File: src/design/bda_pkg.sv
// Shared constants, types and the shift-and-add-3 step for the binary to decimal ASCII converter.
package bda_pkg;

    localparam int VALUE_W         = 32;
    localparam int VALUE_DIGITS    = 10;
    localparam int MAX_DIGITS      = 10;
    localparam int DIGIT_LIMIT     = (MAX_DIGITS > VALUE_DIGITS) ? VALUE_DIGITS :
                                     ((MAX_DIGITS < 1) ? 1 : MAX_DIGITS);
    localparam int DIGIT_W         = 4;
    localparam int BCD_W           = VALUE_DIGITS * DIGIT_W;
    localparam int WORK_W          = BCD_W + VALUE_W;
    localparam int STEPS_PER_STAGE = 4;
    localparam int STAGES          = VALUE_W / STEPS_PER_STAGE;
    localparam int IDX_W           = $clog2(VALUE_DIGITS);
    localparam int CHAR_W          = 6;

    localparam logic [DIGIT_W-1:0] DIGIT_ADJ_MIN = 4'd5;
    localparam logic [DIGIT_W-1:0] DIGIT_ADJ     = 4'd3;
    localparam logic [1:0]         CHAR_PREFIX   = 2'b11;

    typedef logic [VALUE_W-1:0] t_value;
    typedef logic [BCD_W-1:0]   t_bcd;
    typedef logic [WORK_W-1:0]  t_work;
    typedef logic [IDX_W-1:0]   t_idx;

    // One shift-and-add-3 step: adjust every BCD digit, then shift left by one.
    function automatic t_work dd_step(t_work w);
        t_work a;
        a = w;
        for (int i = 0; i < VALUE_DIGITS; i++) begin
            if (a[VALUE_W + i*DIGIT_W +: DIGIT_W] >= DIGIT_ADJ_MIN) begin
                a[VALUE_W + i*DIGIT_W +: DIGIT_W] =
                    a[VALUE_W + i*DIGIT_W +: DIGIT_W] + DIGIT_ADJ;
            end
        end
        return {a[WORK_W-2:0], 1'b0};
    endfunction

    function automatic t_work dd_stage(t_work w);
        t_work a;
        a = w;
        for (int s = 0; s < STEPS_PER_STAGE; s++) begin
            a = dd_step(a);
        end
        return a;
    endfunction

endpackage

File: src/design/bda_conv.sv
// Pipelined binary to BCD conversion, four shift-and-add-3 steps per stage.
module bda_conv (
    input  logic                i_clk,
    input  logic                i_rst_n,
    input  logic                i_valid,
    output logic                o_ready,
    input  bda_pkg::t_value     i_value,
    output logic                o_valid,
    input  logic                i_ready,
    output bda_pkg::t_bcd       o_bcd
);

    logic          r_valid [bda_pkg::STAGES];
    bda_pkg::t_work r_work [bda_pkg::STAGES];
    logic          stage_ready [bda_pkg::STAGES];

    // A stage takes new data when it is empty or its content moves on.
    always_comb begin
        stage_ready[bda_pkg::STAGES-1] = !r_valid[bda_pkg::STAGES-1] || i_ready;
        for (int k = bda_pkg::STAGES - 2; k >= 0; k--) begin
            stage_ready[k] = !r_valid[k] || stage_ready[k+1];
        end
    end

    always_ff @(posedge i_clk) begin
        if (!i_rst_n) begin
            for (int k = 0; k < bda_pkg::STAGES; k++) begin
                r_valid[k] <= 1'b0;
            end
        end else begin
            if (stage_ready[0]) begin
                r_valid[0] <= i_valid;
            end
            for (int k = 1; k < bda_pkg::STAGES; k++) begin
                if (stage_ready[k]) begin
                    r_valid[k] <= r_valid[k-1];
                end
            end
        end
    end

    always_ff @(posedge i_clk) begin
        if (stage_ready[0]) begin
            r_work[0] <= bda_pkg::dd_stage({{bda_pkg::BCD_W{1'b0}}, i_value});
        end
        for (int k = 1; k < bda_pkg::STAGES; k++) begin
            if (stage_ready[k]) begin
                r_work[k] <= bda_pkg::dd_stage(r_work[k-1]);
            end
        end
    end

    assign o_ready = stage_ready[0];
    assign o_valid = r_valid[bda_pkg::STAGES-1];
    assign o_bcd   = r_work[bda_pkg::STAGES-1][bda_pkg::WORK_W-1 -: bda_pkg::BCD_W];

    // A stalled final stage holds its item.
    a_hold_last: assert property (@(posedge i_clk) disable iff (!i_rst_n)
        (o_valid && !i_ready) |=> (o_valid && $stable(o_bcd)))
        else $error("final stage lost or changed a stalled item");

    // A transfer into stage zero shows up as valid there on the next edge.
    a_enter: assert property (@(posedge i_clk) disable iff (!i_rst_n)
        (i_valid && o_ready) |=> r_valid[0])
        else $error("accepted item not captured in first stage");

    // The top BCD digit of a 32-bit value never exceeds four.
    a_top_digit: assert property (@(posedge i_clk) disable iff (!i_rst_n)
        o_valid |-> (o_bcd[bda_pkg::BCD_W-1 -: bda_pkg::DIGIT_W] <= 4'd4))
        else $error("top BCD digit out of range");

endmodule

File: src/design/binary_to_decimal_ascii.sv
// Top level: 32-bit binary value in, decimal ASCII digits out, most significant first.
//
//  channel  | handshake            | payload
//  ---------+----------------------+-------------------------------
//  input    | i_valid / o_ready    | i_value[31:0]
//  output   | o_valid / i_ready    | o_digit_char[5:0], o_last
//
// A value passes through the eight conversion pipeline stages (four add-3/shift steps each),
// then the emitter sends one character per cycle while i_ready is high, 1 to 10 per value.
// Sustained rate is set by the emitter, one digit per cycle; the pipeline takes a new value
// every cycle while the emitter is busy, up to its eight stages.
// Reset clears the stage valid bits and the emitter; stalls on either side hold all data.
module binary_to_decimal_ascii (
    input  logic                        i_clk,
    input  logic                        i_rst_n,
    input  logic                        i_valid,
    output logic                        o_ready,
    input  logic [bda_pkg::VALUE_W-1:0] i_value,
    output logic                        o_valid,
    input  logic                        i_ready,
    output logic [bda_pkg::CHAR_W-1:0]  o_digit_char,
    output logic                        o_last
);

    logic          conv_valid;
    logic          conv_ready;
    bda_pkg::t_bcd conv_bcd;
    bda_pkg::t_idx lead_idx;
    bda_pkg::t_idx start_idx;

    logic          r_busy;
    logic          n_busy;
    bda_pkg::t_idx r_idx;
    bda_pkg::t_idx n_idx;
    bda_pkg::t_bcd r_bcd;

    logic          out_xfer;
    logic          load;
    logic [bda_pkg::DIGIT_W-1:0] cur_digit;

    bda_conv u_conv (
        .i_clk   (i_clk),
        .i_rst_n (i_rst_n),
        .i_valid (i_valid),
        .o_ready (o_ready),
        .i_value (i_value),
        .o_valid (conv_valid),
        .i_ready (conv_ready),
        .o_bcd   (conv_bcd)
    );

    // Find the highest nonzero digit; zero gives digit 0, clamp to the digit limit.
    always_comb begin
        lead_idx = '0;
        for (int i = 0; i < bda_pkg::VALUE_DIGITS; i++) begin
            if (conv_bcd[i*bda_pkg::DIGIT_W +: bda_pkg::DIGIT_W] != '0) begin
                lead_idx = bda_pkg::t_idx'(i);
            end
        end
        if (lead_idx > bda_pkg::t_idx'(bda_pkg::DIGIT_LIMIT - 1)) begin
            start_idx = bda_pkg::t_idx'(bda_pkg::DIGIT_LIMIT - 1);
        end else begin
            start_idx = lead_idx;
        end
    end

    assign out_xfer   = r_busy && i_ready;
    assign conv_ready = !r_busy || (out_xfer && (r_idx == '0));
    assign load       = conv_valid && conv_ready;

    always_comb begin
        n_busy = r_busy;
        n_idx  = r_idx;
        if (out_xfer) begin
            if (r_idx == '0) begin
                n_busy = 1'b0;
            end else begin
                n_idx = r_idx - 1'b1;
            end
        end
        if (load) begin
            n_busy = 1'b1;
            n_idx  = start_idx;
        end
    end

    always_ff @(posedge i_clk) begin
        if (!i_rst_n) begin
            r_busy <= 1'b0;
            r_idx  <= '0;
        end else begin
            r_busy <= n_busy;
            r_idx  <= n_idx;
        end
    end

    always_ff @(posedge i_clk) begin
        if (load) begin
            r_bcd <= conv_bcd;
        end
    end

    assign cur_digit    = r_bcd[{r_idx, 2'b00} +: bda_pkg::DIGIT_W];
    assign o_valid      = r_busy;
    assign o_digit_char = {bda_pkg::CHAR_PREFIX, cur_digit};
    assign o_last       = (r_idx == '0);

    // The digit index of a run never goes above the digit limit.
    a_idx_range: assert property (@(posedge i_clk) disable iff (!i_rst_n)
        r_busy |-> (r_idx <= bda_pkg::t_idx'(bda_pkg::DIGIT_LIMIT - 1)))
        else $error("digit index beyond limit");

    // A transfer that is not the last keeps the run going with the next lower digit.
    a_run_continues: assert property (@(posedge i_clk) disable iff (!i_rst_n)
        (out_xfer && !o_last) |=> (r_busy && (r_idx == $past(r_idx) - 1'b1)))
        else $error("run broken before last digit");

    // Every emitted digit is a decimal digit.
    a_digit_ok: assert property (@(posedge i_clk) disable iff (!i_rst_n)
        o_valid |-> (cur_digit <= 4'd9))
        else $error("emitted digit is not decimal");

endmodule

File: config.mk
export PLATFORM = sky130hd
export DESIGN_NAME = binary_to_decimal_ascii
export DESIGN_NICKNAME = d
export VERILOG_FILES = /design/src/design/bda_pkg.sv /design/src/design/bda_conv.sv /design/src/design/binary_to_decimal_ascii.sv
export SDC_FILE = /design/constraint.sdc
export NUM_CORES = 1
export LEC_CHECK = 0
export BUFFER_PORTS_ARGS = -buffer_cell sky130_fd_sc_hd__buf_4
export CAP_MARGIN = 10
export CORE_MARGIN = 5
export CORE_UTILIZATION = 55
export DETAILED_ROUTE_END_ITERATION = 16
export HOLD_SLACK_MARGIN = 0.06
export PLACE_DENSITY = 0.81
export SYNTH_ARGS = -nofsm -noshare
export SYNTH_HDL_FRONTEND = slang
export SYNTH_SLANG_ARGS = --single-unit
export TNS_END_PERCENT = 20
File: constraint.sdc
create_clock -name i_clk -period 6.3 [get_ports i_clk]
set_input_delay 1.26 -clock i_clk [delete_from_list [all_inputs] [get_ports i_clk]]
set_output_delay 1.26 -clock i_clk [all_outputs]
set_load 0.02 [all_outputs]
==> impl_summary.txt, run 1 <==
----------------------------------------------------
[Timing]
  Worst slew slack as a fraction of its limit ... approximately a quarter
  Total count of max-transition violations in the final report ... 0
  Final Hold Vio Count ... 0
  Worst-case setup margin in the final layout ... 1.14 ns
  Highest clock rate ... between 150 and 200 MHz
  Period Utilization, post-route ... roughly 82%
  Min Hold Slack ... 0.416 ns
  Shortest clock period the worst path allows after layout ... between 5 and 6 ns
  Setup violators final ... 0
  Setup repair after global routing missed its margin ... false
  Slew at the pin with the worst max-slew slack ... 1.09 ns
  Post-Route Skew ... around 0.023 ns
  TNS Setup ... 0 ns

[Logic synthesis]
  Count of cell types in the netlist ... between 90 and 100
  Post-synthesis register bit count ... between 300 and 400
  Biggest area contributors in the synthesized netlist ... sky130_fd_sc_hd__edfxtp_1, sky130_fd_sc_hd__ha_1, sky130_fd_sc_hd__o21ai_0
  Most common flop cell mapped by yosys ... sky130_fd_sc_hd__edfxtp_1
  YS warnings ... 0
  Cell type with the highest aggregate area in the netlist ... sky130_fd_sc_hd__edfxtp_1
  Share of synthesized flip-flops with an asynchronous set or reset ... 0%
  Post-Syn Instances ... between 2k and 3k
  Post-Synthesis Cell Area ... 27,400 um2
  Number of enable-type register cells in the synthesized netlist ... approximately 350
  Portion of the post-synthesis area used by sequential elements ... between 30% and 40%
  Proportion of netlist area held by the largest area contributor ... ~38%
  Per-instance average area after synthesis ... ~9 um2

[CTS]
  Worst-path clk slew ... roughly 0.050 ns
  Post-CTS Setup Inserts ... 0
  Post_cts resized ... 0
  Buffer cell driving the clock tree root ... sky130_fd_sc_hd__clkbuf_16
  Number of buffers created by CTS ... 40
  Clock tree from TritonCTS ... built
  Buffer depth of the longest clock path ... 3
  Hold-fix buffers at CTS ... 0
  Number of clock sinks ... 350
  Worst skew pair latency ... 0.57 ns
  H-tree lvl count ... 2

[Layout]
  Filler cells ... 3,920
  Most frequent cells in the layout ... sky130_fd_sc_hd__edfxtp_1, sky130_fd_sc_hd__o21ai_0, sky130_fd_sc_hd__a21oi_1
  Synth-to-Final Area Change ... 8.10%
  Number of antenna repair diodes ... 0
  Leading cell type in the layout, fill and taps excluded ... sky130_fd_sc_hd__edfxtp_1
  Share of final-layout standard cells stronger than drive strength 1 ... 8.47%
  Nets ... approximately 3.2k

[Detailed routing]
  Initial detailed-routing violation count ... between 1k and 1.5k
  Final WL ... around 54 mm
  Average wire per standard cell ... around 15 um
  Number of nets still failing antenna checks after routing ... 0
  Mean number of vias per cell ... slightly above 6
  Post-detailed-route DRC marker count ... 0
  Via Count ... between 20k and 25k
  Router iterations before antenna repair ... 5

[Setup path]
  Reg-to-reg critical path startpoint ... u_conv.r_work[1][96]
  Startpoint of the worst setup timing path ... r_idx[1]
  CP max FO ... 35
  Worst Path Required ... around 5.0 ns
  CP endpoint kind ... output port
  Worst Setup Start Kind ... register
  Worst r2r path cells ... 15
  Worst endpoint data arrival time ... around 4 ns
  Kind of critical path ... register to output port
  Endpoint of the most critical register-to-register path ... u_conv.r_work[1][169]
  R2R Setup Slk ... 1.53 ns

[Flow run]
  Max-Cap Viols ... 0

[Placement]
  Half-perimeter wire length after placement ... between 30 and 40 mm
  Gpl congestion ... approximately 0.86
  DP Worst Slack ... 1.64 ns
  Count of input and output buffers ... between 40 and 50

[Global route]
  Number of antenna violations at the first check in global routing ... 0
  Largest net degree at the start of global routing ... 43
  Via count of the first global-routing pass ... ~21k
  Total global-route track usage ... between 15 and 20%
  Total global routing overflow ... 0
  Wire length of the first global-routing pass ... ~92 mm

[Hold path]
  Type of the tightest min-delay check ... register to register
  Hold Startpoint ... u_conv.r_work[1][20]
  Terminating pin of the worst hold path ... u_conv.r_work[1][92]
  Cell count of the worst hold path ... 0

[Floorplan]
  Initial core utilization ... 55.7%
  Die span in x ... 233 um
  Placement row count ... 81
  Area of the core ... approximately 49,000 um2
  Count of boundary I/O pins ... 45
  Die Outline Area ... 54,400 um2
  Floorplan die height ... 233 um

[Run status]
  Result of the run ... finished, final reports clean

----------------------------------------------------
-- cells in the mapped netlist, types with 9 or more instances --
cell and instances:
sky130_fd_sc_hd__o22a_1 11, sky130_fd_sc_hd__nor2_1 237, sky130_fd_sc_hd__and3_1 25, sky130_fd_sc_hd__a21oi_1 241
sky130_fd_sc_hd__a2bb2oi_1 11, sky130_fd_sc_hd__a211o_1 9, sky130_fd_sc_hd__a22oi_1 20, sky130_fd_sc_hd__nor2b_1 30
sky130_fd_sc_hd__o31ai_1 13, sky130_fd_sc_hd__clkbuf_1 64, sky130_fd_sc_hd__o21ai_1 38, sky130_fd_sc_hd__o32ai_1 20
sky130_fd_sc_hd__and2_1 23, sky130_fd_sc_hd__a21o_1 27, sky130_fd_sc_hd__nor4_1 13, sky130_fd_sc_hd__nand2_1 216
sky130_fd_sc_hd__mux2i_1 84, sky130_fd_sc_hd__o21bai_1 13, sky130_fd_sc_hd__ha_1 147, sky130_fd_sc_hd__o32a_1 18
sky130_fd_sc_hd__nor3_1 50, sky130_fd_sc_hd__inv_1 200, sky130_fd_sc_hd__buf_2 11, sky130_fd_sc_hd__a21oi_2 9
sky130_fd_sc_hd__mux2_2 52, sky130_fd_sc_hd__a31oi_1 54, sky130_fd_sc_hd__o22ai_1 40, sky130_fd_sc_hd__o221ai_1 11
sky130_fd_sc_hd__xor2_1 35, sky130_fd_sc_hd__nand3_1 77, sky130_fd_sc_hd__a31o_2 14, sky130_fd_sc_hd__nand2b_1 69
sky130_fd_sc_hd__a21boi_0 28, sky130_fd_sc_hd__or3_1 18, sky130_fd_sc_hd__a211oi_1 27, sky130_fd_sc_hd__o211ai_1 26
sky130_fd_sc_hd__nor3b_1 38, sky130_fd_sc_hd__o21ai_0 290, sky130_fd_sc_hd__o21a_1 56, sky130_fd_sc_hd__edfxtp_1 345
sky130_fd_sc_hd__xnor2_1 101
-- sequential cells by signal (all words and copies together) (netlist names) --
register	flops
o_valid	1
r_bcd	40
r_idx	4
u_conv.r_valid	8
u_conv.r_work	297
-- worst max-delay path, cell delays in order, from the launching register on --
cell and delay, ns:
sky130_fd_sc_hd__dfxtp_1 0.68, sky130_fd_sc_hd__inv_1 0.14, sky130_fd_sc_hd__ha_1 0.24, sky130_fd_sc_hd__nor3b_1 0.19
sky130_fd_sc_hd__a21oi_1 0.47, sky130_fd_sc_hd__and3_1 0.39, sky130_fd_sc_hd__and3_1 0.30, sky130_fd_sc_hd__and3_1 0.31
sky130_fd_sc_hd__nand3_2 0.09, sky130_fd_sc_hd__buf_4 0.29, sky130_fd_sc_hd__buf_4 0.23
-- logic make-up after synthesis --
family,share of synthesized area (%)
other,0.0137
AOI/OAI and AO/OA,25.2
xor gates and xnor gates,4.76
adders and majority gates,7.01
DFF,38.2
and+or+nand+nor,14.7
muxes,6.14
buffers and inverters,4.05
-- stage by stage --
| stage | util (%) | instances | instance area (um2) |
|---|---|---|---|
| after floorplan | - | 2987 | 27400 |
| after global placement | 57.6 | 3624 | 28300 |
| after detailed placement | 57.6 | 3624 | 28300 |
| after CTS | 60.2 | 3696 | 29600 |
| after global routing | 60.2 | 3697 | 29600 |
| final | 60.2 | 3697 | 29600 |
-- metal layers --
layer	vias to the layer above	part of all wire (%)	GRT usage [%]
li1	11300	-	-
met1	10600	42	23.2
met2	518	51	35.7
met3	111	4.2	2.43
met4	0	2.3	6.09
met5	-	0	0
-- layout make-up --
cell class	instances	area, um2	share of cell area, %
well taps	664	831	2.81
repair buffers	54	403	1.36
inverters	208	781	2.64
multi-input cells	2349	15800	53.5
clock inverters	26	275	0.929
clock buffers	46	1020	3.46
flip-flops and latches	350	10500	35.3
-- worst max-delay path by stage --
stage,end
final,o_ready
after CTS,o_ready
after detailed placement,u_conv.r_work[1][169]
after floorplan,o_ready
after global placement,o_ready
after global routing,o_ready
Power of run 1 is not shown: default switching activity piles up to over one toggle a cycle in this logic, so the estimate is an artifact.
==> run 2: changes to the inputs <==
- ABC_AREA: unset -> 1
- clock period: 6.3 -> 5.3 ns (I/O delays scaled with it)
==> run 2 against run 1 <==
Compared with the run above:
- register-to-register slack barely moved
- via count fell by 4.7%
- clock skew barely moved
- largest cell class unchanged
- critical path type unchanged
- die area fell by 4.8%
- flip-flop and latch count did not move
- utilization rose by 0.92 points
- critical path depth rose by 9
==> impl_summary.txt, run 2 <==
----------------------------------------------------
[Layout]
  Registers with the highest flip-flop counts ... u_conv.r_work (297), r_bcd (40), u_conv.r_valid (8)
  Largest register FFs ... 297 (unchanged)
  Share of final-layout standard cells stronger than drive strength 1 ... 7.53% (-0.94 points)
  Filler cells ... 4,012 (+2.3%)
  Core Util, Final ... 61.2% (+0.92 points)
  Register ranked first by flip-flop count ... u_conv.r_work
  Nets ... 3,790 (+19%)
  Most frequent cells in the layout ... sky130_fd_sc_hd__nand2_1, sky130_fd_sc_hd__inv_1, sky130_fd_sc_hd__nand3_1
  Leading cell type in the layout, fill and taps excluded ... sky130_fd_sc_hd__nand2_1
  Number of antenna repair diodes ... 0 (unchanged)
  Synth-to-Final Area Change ... 9.72%

[Placement]
  Count of input and output buffers ... 42 (unchanged)
  Half-perimeter wire length after placement ... 34.0 mm (-14%)
  Gpl congestion ... 0.825 (-3.8%)

[Global route]
  Total global-route track usage ... 17.4% (-1.9 points)
  Wire length of the first global-routing pass ... 78.9 mm (-14%)
  Total global routing overflow ... 0 (unchanged)
  Via count of the first global-routing pass ... 19.7k (-6.3%)
  Largest net degree at the start of global routing ... 46 (+7.0%)
  Number of antenna violations at the first check in global routing ... 0 (unchanged)

[Floorplan]
  Die Outline Area ... 51,700 um2 (-4.8%)
  Count of boundary I/O pins ... 45 (unchanged)
  Floorplan die height ... 227 um (-2.4%)
  Area of the core ... 46,700 um2 (-5.1%)
  Placement row count ... 79 (-2.5%)
  Die span in x ... 227 um (-2.4%)
  Initial core utilization ... 55.8% (about the same)

[CTS]
  Number of buffers created by CTS ... 40 (unchanged)
  H-tree lvl count ... 2 (unchanged)
  Clock tree from TritonCTS ... built
  Worst skew pair latency ... 0.55 ns (-0.02 ns)
  Post-CTS Setup Inserts ... 0 (unchanged)
  Worst-path clk slew ... 0.06 ns (about the same)
  Number of clock sinks ... 350 (unchanged)
  Buffer depth of the longest clock path ... 3 (unchanged)
  Buffer cell driving the clock tree root ... sky130_fd_sc_hd__clkbuf_16

[Hold path]
  Type of the tightest min-delay check ... register to register

[Flow run]
  Max-Cap Viols ... 0 (unchanged)

[Logic synthesis]
  Proportion of netlist area held by the largest area contributor ... 39.8% (+2.0 points)
  Count of cell types in the netlist ... 48 (-51%)
  Post-Syn Instances ... 3,520 (+18%)
  Portion of the post-synthesis area used by sequential elements ... 40.2% (+2.0 points)
  Top cell types by occurrence after synthesis ... sky130_fd_sc_hd__nand2_1, sky130_fd_sc_hd__inv_1, sky130_fd_sc_hd__nand3_1, sky130_fd_sc_hd__edfxtp_1, sky130_fd_sc_hd__ha_1
  Biggest area contributors in the synthesized netlist ... sky130_fd_sc_hd__edfxtp_1, sky130_fd_sc_hd__nand2_1, sky130_fd_sc_hd__inv_1
  Share of synthesized flip-flops with an asynchronous set or reset ... 0% (unchanged)
  Library cell with the highest instance count after synthesis ... sky130_fd_sc_hd__nand2_1
  Most common flop cell mapped by yosys ... sky130_fd_sc_hd__edfxtp_1
  Post-Synthesis Cell Area ... 26,000 um2 (-5.1%)
  Post-synthesis register bit count ... 350 (unchanged)
  Cell type with the highest aggregate area in the netlist ... sky130_fd_sc_hd__edfxtp_1
  Per-instance average area after synthesis ... 7.39 um2 (-19%)
  Number of enable-type register cells in the synthesized netlist ... 345 (unchanged)
  YS warnings ... 0 (unchanged)

[Timing]
  Setup violators final ... 0 (unchanged)
  Worst slew slack as a fraction of its limit ... 63.4% (+37 points)
  Total count of max-transition violations in the final report ... 0 (unchanged)
  Highest clock rate ... approximately 200 MHz
  TNS Setup ... 0 ns (unchanged)
  Setup repair after global routing missed its margin ... false
  Post-Route Skew ... 0.0234 ns (+0.00000850 ns)
  Final Hold Vio Count ... 0 (unchanged)
  Slew at the pin with the worst max-slew slack ... 0.549 ns (-0.544 ns)
  Period Utilization, post-route ... between 90 and 100%
  Shortest clock period the worst path allows after layout ... 4.96 ns

[Setup path]
  CP endpoint kind ... output port
  Worst Setup Start Kind ... register
  Worst endpoint data arrival time ... 3.90 ns (about the same)
  Kind of critical path ... register to output port
  Worst Path Required ... 4.24 ns (-0.80 ns)
  CP max FO ... 39 (+11%)

[Detailed routing]
  Final WL ... 44.3 mm (-18%)
  Average wire per standard cell ... 10.4 um (-29%)
  Via Count ... 21.4k (-4.7%)
  Router iterations before antenna repair ... 5 (unchanged)
  Initial detailed-routing violation count ... 961 (-28%)
  Mean number of vias per cell ... 5.04 (-17%)
  Post-detailed-route DRC marker count ... 0 (unchanged)
  Number of nets still failing antenna checks after routing ... 0 (unchanged)

[Run status]
  Result of the run ... finished, final reports clean

----------------------------------------------------
## run 2: cell count changes in the layout (fill, tap and decap cells not counted), moves of 53 or more
cell / previous run / this run
sky130_fd_sc_hd__a21oi_1: 241 / 37
sky130_fd_sc_hd__inv_1: 200 / 625
sky130_fd_sc_hd__mux2i_1: 84 / 4
sky130_fd_sc_hd__nand2_1: 216 / 1279
sky130_fd_sc_hd__nand2_2: 1 / 79
sky130_fd_sc_hd__nand2b_1: 69 / 0
sky130_fd_sc_hd__nand3_1: 76 / 376
sky130_fd_sc_hd__nand4_1: 4 / 99
sky130_fd_sc_hd__nor2_1: 237 / 86
sky130_fd_sc_hd__o21a_1: 56 / 3
sky130_fd_sc_hd__o21ai_0: 290 / 104
sky130_fd_sc_hd__xnor2_1: 101 / 10
## run 2: area by class of cell
class / count / area, um2 / area share (%)
sequential: 350 / 10500 / 36.7
tap: 607 / 759 / 2.66
clock buffer: 48 / 1080 / 3.80
inverter: 636 / 2390 / 8.39
clock inverter: 26 / 251 / 0.881
multi-input combinational: 2528 / 13200 / 46.3
timing repair buffer: 51 / 383 / 1.34
## run 2: path summary, 6_finish.rpt
kind | cells past startpoint | slack (ns) | to | startpoint
worst max-delay path | 19 | 0.34 | o_ready | r_idx[1]
worst min register to register | 0 | 0.41 | u_conv.r_work[0][94] | u_conv.r_work[0][22]
worst max register to register | 19 | 1.53 | u_conv.r_work[0][19] | r_idx[1]
worst min-delay path | 0 | 0.41 | u_conv.r_work[0][94] | u_conv.r_work[0][22]
## run 2: kinds of logic after synthesis
kind of cell    Yosys count  share of synthesized area [%]
simple gates           2009                           33.8
buf+inv                 643                           9.31
flops                   350                           40.2
compound gates          283                           6.43
fa+ha+maj               147                           7.07
xor+xnor                 83                           2.97
mux                       4                          0.154
other cells               1                         0.0144
## run 2: worst max-delay path, cell delays in order, from the launching register on
cell	delay, ns
sky130_fd_sc_hd__dfxtp_2	0.45
sky130_fd_sc_hd__clkinvlp_4	0.22
sky130_fd_sc_hd__ha_1	0.26
sky130_fd_sc_hd__nand3_1	0.08
sky130_fd_sc_hd__inv_1	0.06
sky130_fd_sc_hd__nor2_2	0.14
sky130_fd_sc_hd__nor2_1	0.08
sky130_fd_sc_hd__nor2_2	0.21
sky130_fd_sc_hd__nand2_4	0.08
sky130_fd_sc_hd__inv_1	0.16
sky130_fd_sc_hd__nand2_8	0.07
sky130_fd_sc_hd__nor2_4	0.18
sky130_fd_sc_hd__nand2_8	0.23
sky130_fd_sc_hd__inv_2	0.16
sky130_fd_sc_hd__nand2_4	0.05
sky130_fd_sc_hd__inv_2	0.11
sky130_fd_sc_hd__nand2_8	0.20
sky130_fd_sc_hd__nor2_2	0.24
sky130_fd_sc_hd__clkinvlp_4	0.16
sky130_fd_sc_hd__buf_4	0.18
## run 2: per-stage QoR
step                      hold WS (ns)  cell area [um2]  cells  setup WS (ns)
after CTS                        0.415            28500   4246         0.0351
after global routing             0.424            28500   4246         0.0287
after global placement           0.401            27200   4172          0.590
after floorplan                  0.400            26100   3521         0.0468
final                            0.412            28500   4246          0.341
after detailed placement         0.405            27200   4172          0.522
## run 2: timing repair
item | CTS | global route
gates resized for setup | 1 | 3
hold buffers | 0 | 0
endpoints found under the setup margin | 1 | 1
## run 2: metal layers
| layer | wire length, um | track usage, % |
|---|---|---|
| met5 | 0 | 0 |
| met4 | 805 | 4.30 |
| met3 | 1370 | 2.37 |
| met2 | 22900 | 34.0 |
| met1 | 19200 | 19.8 |
Power of run 2 is left out for the same reason.
==> run 3: changes to the inputs <==
- CORE_UTILIZATION: 55 -> 62
- PLACE_DENSITY: 0.81 -> 0.89
- clock period: 5.3 -> 6.1 ns (I/O delays scaled with it)
==> run 3 against run 2 <==
Compared with the run above:
- global-route usage up 2.6 points
- cell area decreased by 0.28%
- critical path depth unchanged
- register-to-register slack improved by 0.13 ns
- hold slack better by 0.0025 ns
- flip-flop and latch count did not move
- utilization rose by 7.0 points
- clock-buffer cell count fell by 5
- cell count down 1.6%
- via count is 2.0% higher
- routed wire length grew 4.9%
- sequential share of layout area grew 0.097 points
- largest cell class unchanged
==> impl_summary.txt, run 3 (same netlist as run 2, synthesis figures left out) <==
----------------------------------------------------
[Detailed routing]
  Post-detailed-route DRC marker count ... 0 (unchanged)
  Mean number of vias per cell ... 5.22 (+3.6%)
  Router iterations before antenna repair ... 8 (+3)
  Via Count ... 21.8k (+2.0%)
  Final WL ... 46.5 mm (+4.9%)
  Average wire per standard cell ... 11.1 um (+6.6%)
  Number of nets still failing antenna checks after routing ... 0 (unchanged)
  Initial detailed-routing violation count ... 1,158 (+20%)

[CTS]
  Number of clock sinks ... 350 (unchanged)
  Number of buffers created by CTS ... 40 (unchanged)
  Buffer depth of the longest clock path ... 3 (unchanged)
  Worst skew pair latency ... 0.58 ns (+0.03 ns)
  Worst-path clk slew ... 0.06 ns (about the same)
  Post-CTS Setup Inserts ... 0 (unchanged)
  Buffer cell driving the clock tree root ... sky130_fd_sc_hd__clkbuf_16
  Clock tree from TritonCTS ... built
  H-tree lvl count ... 2 (unchanged)

[Layout]
  Multi-input gate area in the final layout ... 13,200 um2 (-0.23%)
  Register ranked first by flip-flop count ... u_conv.r_work
  Total area of sequential cells ... 10,500 um2 (about the same)
  Number of antenna repair diodes ... 0 (unchanged)
  Filler cells ... 3,171 (-21%)
  Nets ... 3,790 (unchanged)
  Leading cell type in the layout, fill and taps excluded ... sky130_fd_sc_hd__nand2_1
  Largest register FFs ... 297 (unchanged)
  Most frequent cells in the layout ... sky130_fd_sc_hd__nand2_1, sky130_fd_sc_hd__inv_1, sky130_fd_sc_hd__nand3_1
  Share of final-layout standard cells stronger than drive strength 1 ... 7.50% (-0.025 points)
  Registers with the highest flip-flop counts ... u_conv.r_work (297), r_bcd (40), u_conv.r_valid (8)
  Synth-to-Final Area Change ... 9.41%

[Run status]
  Result of the run ... finished, final reports clean

[Floorplan]
  Floorplan die height ... 215 um (-5.6%)
  Initial core utilization ... 62.3% (+6.5 points)
  Count of boundary I/O pins ... 45 (unchanged)
  Placement row count ... 75 (-5.1%)
  Area of the core ... 41,800 um2 (-10%)
  Die span in x ... 215 um (-5.6%)
  Die Outline Area ... 46,100 um2 (-11%)

[Global route]
  Largest net degree at the start of global routing ... 42 (-8.7%)
  Busiest layer in global routing ... met2
  Routing usage on met1 ... 21.4% (+1.6 points)
  Number of antenna violations at the first check in global routing ... 0 (unchanged)
  Via count of the first global-routing pass ... 20.4k (+3.5%)
  Met2 Track Usage GR ... 39.5% (+5.5 points)
  Wire length of the first global-routing pass ... 81.4 mm (+3.2%)
  Met3 track demand over resource in global routing ... 2.86% (+0.48 points)
  Total global routing overflow ... 0 (unchanged)
  Total global-route track usage ... 20.0% (+2.6 points)

[Timing]
  Worst-case setup margin in the final layout ... 0.307 ns (-0.0337 ns)
  Setup repair after global routing missed its margin ... false
  Post-Route Skew ... 0.0264 ns (+0.00300 ns)
  Highest clock rate ... about 170 MHz
  Final Hold Vio Count ... 0 (unchanged)
  TNS Setup ... 0 ns (unchanged)
  Shortest clock period the worst path allows after layout ... roughly 5.8 ns
  Period Utilization, post-route ... 95.0%
  Total count of max-transition violations in the final report ... 0 (unchanged)
  Worst slew slack as a fraction of its limit ... 45.2% (-18 points)
  Slew at the pin with the worst max-slew slack ... 0.821 ns (+0.272 ns)
  Min Hold Slack ... 0.415 ns (+0.00254 ns)
  Setup violators final ... 0 (unchanged)

[Setup path]
  Number of buffers and inverters on the critical path ... 7 (unchanged)
  CP max FO ... 39 (unchanged)
  Critical path's largest stage delay ... 0.60 ns (+0.15 ns)
  Cell-by-cell trace of the critical path ... clkinvlp_4 -> ha_1 -> nand3_1 -> inv_1 -> nor2_2 -> nor2_1 -> nor2_2 -> nand2_4 -> inv_1 -> nand2_4 -> nor2_2 -> nand2_8 -> inv_2 -> nand2_4 -> inv_2 -> nand2_2 -> nor2_1 -> clkinvlp_4 -> buf_4
  CP endpoint kind ... output port
  Worst Setup Start Kind ... register
  Worst endpoint data arrival time ... 4.57 ns (+0.67 ns)
  Cell with the largest stage delay on the worst path ... sky130_fd_sc_hd__dfxtp_1
  Family with the most delay on the worst path ... simple AND/OR/NAND/NOR gates
  Worst Path Required ... 4.88 ns (+0.64 ns)
  Kind of critical path ... register to output port

[Hold path]
  Type of the tightest min-delay check ... register to register

[Flow run]
  Max-Cap Viols ... 0 (unchanged)

[Placement]
  DP Worst Slack ... 0.753 ns (+0.230 ns)
  Half-perimeter wire length after placement ... 34.6 mm (+1.8%)
  Gpl congestion ... 0.812 (-1.5%)
  Count of input and output buffers ... 42 (unchanged)

----------------------------------------------------
-- run 3: changes by cell type in the layout (fill, tap and decap cells not counted), sizes merged --
| cell | previous run | this run |
|---|---|---|
| bufinv | 3 | 5 |
| clkbuf | 48 | 43 |
| inv | 637 | 638 |
| clkinvlp | 8 | 9 |
-- run 3: stage by stage --
step | std cells | util (%) | area (um2)
5_1_grt | 4177 | 68.2 | 28500
2_1_floorplan | 3521 | - | 26000
6_report | 4177 | 68.2 | 28500
4_1_cts | 4177 | 68.1 | 28400
3_3_place_gp | 4104 | 64.8 | 27100
3_5_place_dp | 4104 | 64.8 | 27100
-- run 3: path summary, 6_finish.rpt --
| kind | depth (start not counted) | from | to | slack, ns |
|---|---|---|---|---|
| max | 19 | r_idx[1] | o_ready | 0.31 |
| min | 0 | u_conv.r_work[0][1] | u_conv.r_work[0][73] | 0.41 |
| max reg2reg | 19 | r_idx[1] | u_conv.r_work[0][20] | 1.66 |
| min reg2reg | 0 | u_conv.r_work[0][1] | u_conv.r_work[0][73] | 0.41 |
-- run 3: layer usage --
layer / share of wire, % / vias to the layer above / wire length (um)
met3: 3.6 / 101 / 1680
li1: - / 11700 / -
met5: 0 / - / 0
met2: 53 / 317 / 24500
met4: 2.8 / 0 / 1280
met1: 41 / 9716 / 19000
-- run 3: layout make-up --
| class | instances | share of cell area [%] |
|---|---|---|
| clock buffer | 43 | 3.56 |
| clock inverter | 30 | 1.25 |
| inverter | 636 | 8.43 |
| multi-input combinational | 2528 | 46.3 |
| sequential | 350 | 36.8 |
| tap | 539 | 2.37 |
| timing repair buffer | 51 | 1.35 |
-- run 3: what timing repair did --
item / 4_1_cts / 5_1_grt
setup endpoints to repair: 0 / 1
hold buffers: 0 / 0
gates resized for setup: 0 / 4
-- run 3: worst reg2reg max path, stage by stage (launching register included) --
cell	delay (ns)
sky130_fd_sc_hd__dfxtp_1	0.60
sky130_fd_sc_hd__clkinvlp_4	0.32
sky130_fd_sc_hd__ha_1	0.27
sky130_fd_sc_hd__nand3_1	0.08
sky130_fd_sc_hd__inv_1	0.06
sky130_fd_sc_hd__nor2_2	0.13
sky130_fd_sc_hd__nor2_1	0.08
sky130_fd_sc_hd__nor2_2	0.27
sky130_fd_sc_hd__nand2_4	0.07
sky130_fd_sc_hd__inv_1	0.12
sky130_fd_sc_hd__nand2_4	0.06
sky130_fd_sc_hd__nor2_2	0.30
sky130_fd_sc_hd__nand2_8	0.29
sky130_fd_sc_hd__inv_2	0.17
sky130_fd_sc_hd__nand2_4	0.32
sky130_fd_sc_hd__inv_2	0.20
sky130_fd_sc_hd__nand2_2	0.07
sky130_fd_sc_hd__nor2_1	0.20
sky130_fd_sc_hd__clkinvlp_4	0.20
sky130_fd_sc_hd__buf_4	0.30
Power of run 3 is left out for the same reason.
